--- src/rtl/rrps_pkg.sv ---
`timescale 1ns / 1ps
// ----------------------------------------------------------------------------
// rrps_pkg: shared types and constants of the round-robin process scheduler
// Operation, process state and status codes, table and queue control bundles.
// ----------------------------------------------------------------------------
package rrps_pkg;

    localparam int MAX_PROCS = 64;
    localparam int SLOT_W    = $clog2(MAX_PROCS);
    localparam int CNT_W     = $clog2(MAX_PROCS + 1);
    localparam int ALIVE_W   = 7;
    localparam int QUANT_W   = 16;
    localparam int EV_W      = 3;

    localparam logic [QUANT_W-1:0] QUANTUM_RESET = 16'd1024;
    localparam logic [ALIVE_W-1:0] ALIVE_MAX     = 7'd127;

    typedef enum logic [2:0] {
        OP_SPAWN    = 3'd0,
        OP_READY    = 3'd1,
        OP_KILL     = 3'd2,
        OP_DISPATCH = 3'd3,
        OP_RETIRE   = 3'd4
    } op_t;

    typedef enum logic [3:0] {
        ST_READY   = 4'd0,
        ST_RUNNING = 4'd1,
        ST_BLOCKED = 4'd2,
        ST_DEAD    = 4'd3,
        ST_DECODE  = 4'd4,
        ST_EXECUTE = 4'd5,
        ST_WAITIO  = 4'd6,
        ST_HALT    = 4'd7,
        ST_NEW     = 4'd8
    } proc_state_t;

    typedef enum logic [2:0] {
        STS_OK      = 3'd0,
        STS_FULL    = 3'd1,
        STS_UNKNOWN = 3'd2,
        STS_EMPTY   = 3'd3,
        STS_QFULL   = 3'd4,
        STS_IDLE    = 3'd5
    } status_t;

    typedef enum logic [EV_W-1:0] {
        EV_DONE   = 3'd0,
        EV_IOWAIT = 3'd1,
        EV_HALT   = 3'd2,
        EV_ERROR  = 3'd3,
        EV_YIELD  = 3'd4
    } exec_event_t;

    typedef struct packed {
        logic              we;
        logic [SLOT_W-1:0] addr;
        proc_state_t       data;
        logic              used_we;
        logic              used_val;
    } slot_wr_t;

    typedef struct packed {
        logic              push;
        logic              pop;
        logic [SLOT_W-1:0] push_data;
    } queue_ctl_t;

    function automatic proc_state_t exec_next(input logic [EV_W-1:0] ev);
        proc_state_t ns;
        case (ev)
            EV_DONE:   ns = ST_DECODE;
            EV_IOWAIT: ns = ST_WAITIO;
            EV_HALT:   ns = ST_HALT;
            EV_ERROR:  ns = ST_DEAD;
            EV_YIELD:  ns = ST_READY;
            default:   ns = ST_EXECUTE;
        endcase
        return ns;
    endfunction

endpackage

--- src/rtl/round_robin_process_scheduler.sv ---
`timescale 1ns / 1ps
// ----------------------------------------------------------------------------
// round_robin_process_scheduler: round-robin scheduler with a time quantum
// Process table, ready queue, running process, quantum and alive count.
// ----------------------------------------------------------------------------
// One operation is accepted every clock cycle unless the input side stalls,
// and its result beat is presented from the result register: acceptance
// loads the input register and the registered reads of the slot state
// memory and the queue head, and firing the operation loads the result register.
// The input side stalls only while a result beat waits in the result register
// and the downstream side is not ready. No clearing pass follows reset.
// ----------------------------------------------------------------------------
module round_robin_process_scheduler (
    input  logic        aclk,
    input  logic        aresetn,
    input  logic        s_tvalid,
    output logic        s_tready,
    // [5:0] target_pid, [8:6] exec_event, [15:9] zero.
    input  logic [15:0] s_tdata,
    // [2:0] operation.
    input  logic [2:0]  s_tuser,
    output logic        m_tvalid,
    input  logic        m_tready,
    // [5:0] result_pid, [6] pid_valid, [10:7] proc_state, [17:11] live_count,
    // [33:18] quantum_left, [36:34] status, [39:37] zero.
    output logic [39:0] m_tdata,
    input  logic        cfg_valid,
    output logic        cfg_ready,
    input  logic [15:0] cfg_data
);

    logic                          in_vld_reg;
    rrps_pkg::op_t                 op_reg;
    logic [rrps_pkg::SLOT_W-1:0]   tgt_reg;
    logic [rrps_pkg::EV_W-1:0]     ev_reg;
    logic                          fire, s_accept;

    logic [rrps_pkg::QUANT_W-1:0]  qlen_reg;
    logic                          run_vld_reg, run_vld_next;
    logic [rrps_pkg::SLOT_W-1:0]   run_slot_reg, run_slot_next;
    logic [rrps_pkg::QUANT_W-1:0]  quant_reg, quant_next;
    logic [rrps_pkg::ALIVE_W-1:0]  alive_reg, alive_next;

    logic                          m_tvalid_reg;
    logic [39:0]                   m_tdata_reg;

    rrps_pkg::slot_wr_t            swr;
    rrps_pkg::queue_ctl_t          qctl;
    rrps_pkg::proc_state_t         tgt_state;
    logic [rrps_pkg::MAX_PROCS-1:0] used_vec, new_vec;
    logic                          free_any;
    logic [rrps_pkg::SLOT_W-1:0]   free_idx;
    logic [rrps_pkg::SLOT_W-1:0]   head_data;
    logic [rrps_pkg::CNT_W-1:0]    q_count;
    logic                          q_full, q_empty;

    logic [rrps_pkg::SLOT_W-1:0]   res_pid;
    logic                          res_valid;
    rrps_pkg::proc_state_t         res_state;
    rrps_pkg::status_t             res_status;
    rrps_pkg::proc_state_t         ns;
    logic [rrps_pkg::QUANT_W-1:0]  quant_dec;
    logic                          dead_class;

    assign fire      = in_vld_reg && (!m_tvalid_reg || m_tready);
    assign s_tready  = !in_vld_reg || fire;
    assign s_accept  = s_tvalid && s_tready;
    assign cfg_ready = 1'b1;

    always_ff @(posedge aclk) begin
        if (!aresetn) begin
            in_vld_reg <= 1'b0;
        end else if (s_tready) begin
            in_vld_reg <= s_tvalid;
        end
    end

    always_ff @(posedge aclk) begin
        if (s_accept) begin
            op_reg  <= rrps_pkg::op_t'(s_tuser);
            tgt_reg <= s_tdata[5:0];
            ev_reg  <= s_tdata[8:6];
        end
    end

    rrps_slot_table u_table (
        .aclk     (aclk),
        .aresetn  (aresetn),
        .rd_en    (s_accept),
        .rd_addr  (s_tdata[5:0]),
        .rd_state (tgt_state),
        .wr       (swr),
        .used_vec (used_vec),
        .new_vec  (new_vec),
        .free_any (free_any),
        .free_idx (free_idx)
    );

    rrps_ready_queue u_queue (
        .aclk      (aclk),
        .aresetn   (aresetn),
        .ctl       (qctl),
        .head_data (head_data),
        .count     (q_count),
        .full      (q_full),
        .empty     (q_empty)
    );

    always_comb begin
        res_pid       = '0;
        res_valid     = 1'b0;
        res_state     = rrps_pkg::ST_READY;
        res_status    = rrps_pkg::STS_OK;
        alive_next    = alive_reg;
        quant_next    = quant_reg;
        run_vld_next  = run_vld_reg;
        run_slot_next = run_slot_reg;
        swr           = '0;
        qctl          = '0;
        ns            = rrps_pkg::exec_next(ev_reg);
        quant_dec     = (quant_reg != '0) ? quant_reg - 1'b1 : quant_reg;
        dead_class    = tgt_state inside {rrps_pkg::ST_NEW, rrps_pkg::ST_HALT,
                                          rrps_pkg::ST_DEAD};
        if ((ns inside {rrps_pkg::ST_DECODE, rrps_pkg::ST_EXECUTE}) &&
            (quant_dec == '0)) begin
            ns = rrps_pkg::ST_READY;
        end
        if (fire) begin
            case (op_reg)
                rrps_pkg::OP_SPAWN: begin
                    res_status = rrps_pkg::STS_FULL;
                    if (free_any) begin
                        swr.we       = 1'b1;
                        swr.addr     = free_idx;
                        swr.data     = rrps_pkg::ST_NEW;
                        swr.used_we  = 1'b1;
                        swr.used_val = 1'b1;
                        res_pid      = free_idx;
                        res_valid    = 1'b1;
                        res_state    = rrps_pkg::ST_NEW;
                        res_status   = rrps_pkg::STS_OK;
                    end
                end
                rrps_pkg::OP_READY, rrps_pkg::OP_KILL: begin
                    res_pid = tgt_reg;
                    if (!used_vec[tgt_reg]) begin
                        res_status = rrps_pkg::STS_UNKNOWN;
                    end else if (op_reg == rrps_pkg::OP_READY && q_full) begin
                        res_valid  = 1'b1;
                        res_status = rrps_pkg::STS_QFULL;
                        res_state  = tgt_state;
                    end else begin
                        swr.addr = tgt_reg;
                        swr.we   = 1'b1;
                        if (run_vld_reg && (run_slot_reg == tgt_reg)) begin
                            run_vld_next = 1'b0;
                        end
                        if (op_reg == rrps_pkg::OP_READY) begin
                            qctl.push      = 1'b1;
                            qctl.push_data = tgt_reg;
                            if (dead_class && (alive_reg != rrps_pkg::ALIVE_MAX)) begin
                                alive_next = alive_reg + 1'b1;
                            end
                            swr.data  = rrps_pkg::ST_READY;
                            res_valid = 1'b1;
                            res_state = rrps_pkg::ST_READY;
                        end else begin
                            if (!dead_class && (alive_reg != '0)) begin
                                alive_next = alive_reg - 1'b1;
                            end
                            swr.data     = rrps_pkg::ST_DEAD;
                            swr.used_we  = 1'b1;
                            swr.used_val = 1'b0;
                            res_state    = rrps_pkg::ST_DEAD;
                        end
                    end
                end
                rrps_pkg::OP_DISPATCH: begin
                    run_vld_next = 1'b0;
                    if (q_empty) begin
                        res_status = rrps_pkg::STS_EMPTY;
                    end else begin
                        qctl.pop = 1'b1;
                        res_pid  = head_data;
                        if (!used_vec[head_data] || new_vec[head_data]) begin
                            res_state = rrps_pkg::ST_DEAD;
                        end else begin
                            swr.we        = 1'b1;
                            swr.addr      = head_data;
                            swr.data      = rrps_pkg::ST_DECODE;
                            run_slot_next = head_data;
                            run_vld_next  = 1'b1;
                            quant_next    = qlen_reg;
                            res_valid     = 1'b1;
                            res_state     = rrps_pkg::ST_DECODE;
                        end
                    end
                end
                rrps_pkg::OP_RETIRE: begin
                    if (!run_vld_reg) begin
                        res_status = rrps_pkg::STS_IDLE;
                    end else begin
                        quant_next = quant_dec;
                        case (ns)
                            rrps_pkg::ST_HALT, rrps_pkg::ST_DEAD: begin
                                run_vld_next = 1'b0;
                                if (alive_reg != '0) begin
                                    alive_next = alive_reg - 1'b1;
                                end
                            end
                            rrps_pkg::ST_WAITIO: begin
                                run_vld_next = 1'b0;
                            end
                            rrps_pkg::ST_READY: begin
                                run_vld_next = 1'b0;
                                if (q_full) begin
                                    res_status = rrps_pkg::STS_QFULL;
                                end else begin
                                    qctl.push      = 1'b1;
                                    qctl.push_data = run_slot_reg;
                                end
                            end
                            default: begin
                            end
                        endcase
                        swr.we    = 1'b1;
                        swr.addr  = run_slot_reg;
                        swr.data  = ns;
                        res_pid   = run_slot_reg;
                        res_valid = 1'b1;
                        res_state = ns;
                    end
                end
                default: begin
                end
            endcase
        end
    end

    always_ff @(posedge aclk) begin
        if (!aresetn) begin
            qlen_reg     <= rrps_pkg::QUANTUM_RESET;
            run_vld_reg  <= 1'b0;
            run_slot_reg <= '0;
            quant_reg    <= '0;
            alive_reg    <= '0;
            m_tvalid_reg <= 1'b0;
        end else begin
            if (cfg_valid) begin
                qlen_reg <= cfg_data;
            end
            run_vld_reg  <= run_vld_next;
            run_slot_reg <= run_slot_next;
            quant_reg    <= quant_next;
            alive_reg    <= alive_next;
            if (fire) begin
                m_tvalid_reg <= 1'b1;
            end else if (m_tready) begin
                m_tvalid_reg <= 1'b0;
            end
        end
    end

    always_ff @(posedge aclk) begin
        if (fire) begin
            m_tdata_reg <= {3'b000, res_status, quant_next, alive_next,
                            res_state, res_valid, res_pid};
        end
    end

    assign m_tvalid = m_tvalid_reg;
    assign m_tdata  = m_tdata_reg;

    a_queue_bound: assert property (@(posedge aclk) disable iff (!aresetn)
        q_count <= rrps_pkg::CNT_W'(rrps_pkg::MAX_PROCS))
        else $error("Ready queue count exceeds its depth.");

    a_dispatch_runs: assert property (@(posedge aclk) disable iff (!aresetn)
        fire && (op_reg == rrps_pkg::OP_DISPATCH) && res_valid |=> run_vld_reg)
        else $error("A valid dispatch did not leave a running process.");

    a_retire_idle: assert property (@(posedge aclk) disable iff (!aresetn)
        fire && (op_reg == rrps_pkg::OP_RETIRE) && !run_vld_reg |=>
        m_tvalid && (m_tdata[36:34] == rrps_pkg::STS_IDLE))
        else $error("Retire with nothing running did not report idle.");

    a_no_push_pop: assert property (@(posedge aclk) disable iff (!aresetn)
        !(qctl.push && qctl.pop))
        else $error("Ready queue pushed and popped in the same cycle.");

endmodule

--- src/rtl/rrps_slot_table.sv ---
`timescale 1ns / 1ps
// ----------------------------------------------------------------------------
// rrps_slot_table: process slot table
// Used and new flags per slot, a state memory with one registered read port
// that forwards a same-cycle write, and the lowest free slot search.
// ----------------------------------------------------------------------------
module rrps_slot_table (
    input  logic                                aclk,
    input  logic                                aresetn,
    input  logic                                rd_en,
    input  logic [rrps_pkg::SLOT_W-1:0]         rd_addr,
    output rrps_pkg::proc_state_t               rd_state,
    input  rrps_pkg::slot_wr_t                  wr,
    output logic [rrps_pkg::MAX_PROCS-1:0]      used_vec,
    output logic [rrps_pkg::MAX_PROCS-1:0]      new_vec,
    output logic                                free_any,
    output logic [rrps_pkg::SLOT_W-1:0]         free_idx
);

    rrps_pkg::proc_state_t state_mem [rrps_pkg::MAX_PROCS];
    rrps_pkg::proc_state_t rd_state_reg;
    logic [rrps_pkg::MAX_PROCS-1:0] used_reg;
    logic [rrps_pkg::MAX_PROCS-1:0] new_reg;

    always_ff @(posedge aclk) begin
        if (wr.we) begin
            state_mem[wr.addr] <= wr.data;
        end
        if (rd_en) begin
            if (wr.we && (wr.addr == rd_addr)) begin
                rd_state_reg <= wr.data;
            end else begin
                rd_state_reg <= state_mem[rd_addr];
            end
        end
    end

    always_ff @(posedge aclk) begin
        if (!aresetn) begin
            used_reg <= '0;
            new_reg  <= '0;
        end else begin
            if (wr.used_we) begin
                used_reg[wr.addr] <= wr.used_val;
            end
            if (wr.we) begin
                new_reg[wr.addr] <= (wr.data == rrps_pkg::ST_NEW);
            end
        end
    end

    always_comb begin
        free_any = 1'b0;
        free_idx = '0;
        for (int i = rrps_pkg::MAX_PROCS - 1; i >= 0; i--) begin
            if (!used_reg[i]) begin
                free_any = 1'b1;
                free_idx = rrps_pkg::SLOT_W'(i);
            end
        end
    end

    assign rd_state = rd_state_reg;
    assign used_vec = used_reg;
    assign new_vec  = new_reg;

endmodule

--- src/rtl/rrps_ready_queue.sv ---
`timescale 1ns / 1ps
// ----------------------------------------------------------------------------
// rrps_ready_queue: FIFO of ready slot numbers
// Circular buffer memory with head, tail and count; the head entry is
// prefetched into a register so a pop sees it without a read delay.
// ----------------------------------------------------------------------------
module rrps_ready_queue (
    input  logic                            aclk,
    input  logic                            aresetn,
    input  rrps_pkg::queue_ctl_t            ctl,
    output logic [rrps_pkg::SLOT_W-1:0]     head_data,
    output logic [rrps_pkg::CNT_W-1:0]      count,
    output logic                            full,
    output logic                            empty
);

    logic [rrps_pkg::SLOT_W-1:0] fifo_mem [rrps_pkg::MAX_PROCS];
    logic [rrps_pkg::SLOT_W-1:0] head_reg, head_next;
    logic [rrps_pkg::SLOT_W-1:0] tail_reg, tail_next;
    logic [rrps_pkg::CNT_W-1:0]  count_reg, count_next;
    logic [rrps_pkg::SLOT_W-1:0] head_data_reg;

    localparam logic [rrps_pkg::SLOT_W-1:0] LAST_IDX =
        rrps_pkg::SLOT_W'(rrps_pkg::MAX_PROCS - 1);
    localparam logic [rrps_pkg::CNT_W-1:0] DEPTH =
        rrps_pkg::CNT_W'(rrps_pkg::MAX_PROCS);

    always_comb begin
        head_next  = head_reg;
        tail_next  = tail_reg;
        count_next = count_reg;
        if (ctl.push) begin
            tail_next  = (tail_reg == LAST_IDX) ? '0 : tail_reg + 1'b1;
            count_next = count_reg + 1'b1;
        end else if (ctl.pop) begin
            head_next  = (head_reg == LAST_IDX) ? '0 : head_reg + 1'b1;
            count_next = count_reg - 1'b1;
        end
    end

    always_ff @(posedge aclk) begin
        if (!aresetn) begin
            head_reg  <= '0;
            tail_reg  <= '0;
            count_reg <= '0;
        end else begin
            head_reg  <= head_next;
            tail_reg  <= tail_next;
            count_reg <= count_next;
        end
    end

    always_ff @(posedge aclk) begin
        if (ctl.push) begin
            fifo_mem[tail_reg] <= ctl.push_data;
        end
        if (ctl.push && (tail_reg == head_next)) begin
            head_data_reg <= ctl.push_data;
        end else begin
            head_data_reg <= fifo_mem[head_next];
        end
    end

    assign head_data = head_data_reg;
    assign count     = count_reg;
    assign full      = (count_reg == DEPTH);
    assign empty     = (count_reg == '0);

endmodule
--- config.mk ---
export PLATFORM = sky130hd
export DESIGN_NAME = round_robin_process_scheduler
export DESIGN_NICKNAME = d
export VERILOG_FILES = /design/src/rtl/rrps_pkg.sv /design/src/rtl/round_robin_process_scheduler.sv /design/src/rtl/rrps_slot_table.sv /design/src/rtl/rrps_ready_queue.sv
export SDC_FILE = /design/constraint.sdc
export NUM_CORES = 1
export LEC_CHECK = 0
export ABC_AREA = 1
export BUFFER_PORTS_ARGS = -buffer_cell sky130_fd_sc_hd__buf_2
export CAP_MARGIN = 20
export CORE_ASPECT_RATIO = 1.75
export CORE_MARGIN = 5
export CORE_UTILIZATION = 45
export CTS_CLUSTER_DIAMETER = 150
export CTS_CLUSTER_SIZE = 28
export DETAILED_ROUTE_END_ITERATION = 6
export PLACE_DENSITY = 0.57
export SLEW_MARGIN = 15
export SYNTH_ARGS = -nofsm -noshare
export SYNTH_HDL_FRONTEND = slang
export SYNTH_HIERARCHICAL = 1
export SYNTH_SLANG_ARGS = --single-unit
--- constraint.sdc ---
create_clock -name aclk -period 11.8 [get_ports aclk]
set_input_delay 2.95 -clock aclk [delete_from_list [all_inputs] [get_ports aclk]]
set_output_delay 2.95 -clock aclk [all_outputs]
set_load 0.01 [all_outputs]
==> results by group <==
Critical path
  – CP endpoint kind: flop
  – Reg2reg setup slack: 3.28 ns
  – Slowest-stage cell, CP: nor3_1
  – CP Data Required Time: 12.33 ns
  – CP startpoint kind: flop
  – Slowest stage delay, CP: 1.11 ns
  – Most Frequent Cell on Critical Path: nand3_1
  – Critical Path AT: 9.05 ns
  – CP endpoint: u_table/new_vec[54]
  – Worst Path Max Fanout: 77
  – Reg2reg path depth: 30
  – Critical R2R Capture: u_table/new_vec[54]
  – Setup CP Type: flop to flop

Clock tree
  – Post-CTS Setup Bufs: 0
  – Worst-path clk slew: 0.12 ns
  – Hold-fix buffers at CTS: 0
  – CTS Root Cell: clkbuf_16
  – Clk sinks: 894
  – Clock Latency Late Sink: 0.64 ns
  – CTS Buffer Depth: 3
  – CTS H-tree depth: 2
  – CTS tree: done
  – Post-CTS sizing: 0
  – Num CTS Buffers: 37

Logic synthesis
  – Yosys warns: 6
  – Cell taking the most area after synthesis: edfxtp_1
  – Number of synthesized flops with an enable pin: 693
  – Area fraction of the dominant cell type after synthesis: 51.1%
  – FFs w/ async S/R, synth: 0%
  – Synth cell count leaders: 1055 x nand2_1, 693 x edfxtp_1, 526 x nand3_1
  – Register area share after synthesis: 61.0%
  – Top-count cell post-synth: nand2_1
  – Distinct cells, synth: 48
  – Mean Syn Cell Area: 9.30 sq um
  – Mapped Area: 40700 sq um
  – FF+latch count, synth: 894
  – Synth area leaders: edfxtp_1 51%, dfxtp_1 9.9%, nand2_1 9.7%, nand3_1 6.5%, o21ai_0 4.1%
  – Main synth FF type: edfxtp_1
  – Mapped Cells: 4382

Routing
  – Total Wirelength: 122000 um
  – Via count: 31.1k
  – Initial detailed-routing violation count: 2322
  – Number of remaining DRC errors: 0
  – Final ANT Viol Nets: 0
  – 1st-pass router iterations: 6
  – Via/cell ratio: 5.62
  – WL/cell: 22.0 um

Finish
  – Fin util: 47.9%
  – Area Growth Syn to Fin: 6.06%
  – Most flop-heavy register: u_queue/fifo_mem
  – Max reg flops: 384
  – Largest regs: u_queue/fifo_mem (384), u_table/state_mem (256)
  – Share of layout cells above drive strength 1: 5.73%
  – Net total in the final layout: 4368

Global route
  – First-pass GRT wire length: 182000 um
  – Vias in the first global route: 30.2k
  – Overall routing resource usage: 24.2%
  – Largest net degree at the start of global routing: 92
  – Initial antenna violation count: 2
  – Total gr overflow: 0

Floorplan
  – Die footprint: 96900 sq um
  – Die height: 408 um
  – Core box area: 90200 sq um
  – FP Rows: 146
  – Die width: 237 um
  – IO Pins: 83
  – Initial Util: 45.1%

Pwr
  – Power per cell area: 124 nW/um^2
  – Worst ir drop on vdd: 0.172 mV
  – Pleak: 15.0 nW

Timing
  – Fin Setup TNS: 0 ns
  – Clk_skew: 0.0641 ns
  – Setup ws final: 3.28 ns
  – Final hold violation count: 0
  – Setup violations, final: 0
  – Worst-Margin Slew: 1.14 ns
  – Fmax: 117 MHz
  – Hold WS: 0.465 ns
  – Worst slew margin: 23.7%
  – RSZ-0062 raised after global routing: no
  – Crit path time final: 8.52 ns
  – Final worst-path cycle share: 72.2%
  – Final slew viol count: 0

Run
  – Max cap viols: 0

Place
  – Routability congestion estimate from global placement: 0.939
  – Port Buf Inserts: 71
  – Pre-CTS setup slack: 3.48 ns
  – DP HPWL: 80700 um

Worst hold path
  – Worst hold path class: flop to flop
  – Hold Path Origin: qlen_reg[13]

Run status
  – Status: completed
-- how the worst min path moves through the flow --
stage | cells after the start | end | slack [ns]
global placement | 2 | qlen_reg[13] | 0.45
global route | 2 | qlen_reg[8] | 0.50
detailed placement | 2 | qlen_reg[12] | 0.45
finish | 2 | qlen_reg[13] | 0.46
CTS | 2 | qlen_reg[12] | 0.47
floorplan | 2 | qlen_reg[15] | 0.43
-- metrics by stage --
stage	total power, mW	std cells	cell area [sq um]
2_1_floorplan	3.70	4384	40700
3_3_place_gp	3.83	5458	42100
3_5_place_dp	3.83	5459	42100
4_1_cts	5.38	5526	43200
5_1_grt	5.52	5528	43200
6_report	5.34	5528	43200
-- worst max-delay path: cells and delay by family, from the launching register on --
| kind | cells | cell delay, ns |
|---|---|---|
| and+or+nand+nor | 20 | 3.96 |
| buffers and inverters | 7 | 3.29 |
| DFF | 1 | 0.54 |
| AOI/OAI and AO/OA | 3 | 0.49 |
-- cells by family after synthesis --
family	count (synthesis)	synth area share [%]
compound gates	670	9.07
xor+xnor	23	0.495
fa+ha+maj	13	0.418
buf+inv	563	5.72
flops	894	61.0
other cells	2	0.0184
simple gates	2217	23.3
-- report_power, final --
group	switching [mW]	internal, mW	total (mW)	leakage [nW]
registers	0.0162	3.37	3.39	7.94
clock network	0.959	0.615	1.57	0.504
logic	0.279	0.0952	0.374	6.57
total	1.25	4.08	5.34	15.0
-- layout make-up --
| cell class | instances | area (sq um) |
|---|---|---|
| well taps | 1184 | 1480 |
| clock inverters | 2 | 17.5 |
| diodes | 1 | 2.50 |
| fillers | 8608 | 47000 |
| repair buffers | 144 | 918 |
| flip-flops and latches | 894 | 24800 |
| inverters | 311 | 1170 |
| clock buffers | 65 | 1040 |
| multi-input cells | 2927 | 13700 |
-- layout by cell type (no fill, tap or decap), types with 4 or more instances in the layout --
cell       count
o211ai_1       7
nor3_1       127
inv_1        283
clkbuf_16     37
inv_2         16
nor2_2         6
conb_1         4
edfxtp_1     693
o21ai_1       12
nand4_1       42
nand2_1     1054
nor3_2         5
o2111ai_1      5
clkbuf_1      27
o311ai_0       4
o221ai_1      35
o22ai_1       57
clkinv_1       9
o21ai_0      330
nor4_1        42
nand3_1      526
ha_1          12
nand2_2        5
nor2_4         8
dfxtp_1      198
buf_4         73
a21oi_1      154
buf_2         70
a21oi_4        8
nand3b_1       8
xor2_1        20
a31oi_1       47
nor2_1       384
-- per-layer routing --
layer | vias to the layer above | GRT usage (%) | wire, um
met2 | 869 | 45.4 | 65300
met1 | 14900 | 27.0 | 43900
met3 | 306 | 2.06 | 4590
met4 | 0 | 13.0 | 7830
li1 | 15000 | - | -
met5 | - | 0 | 0
(Power assumes the default switching activity.)
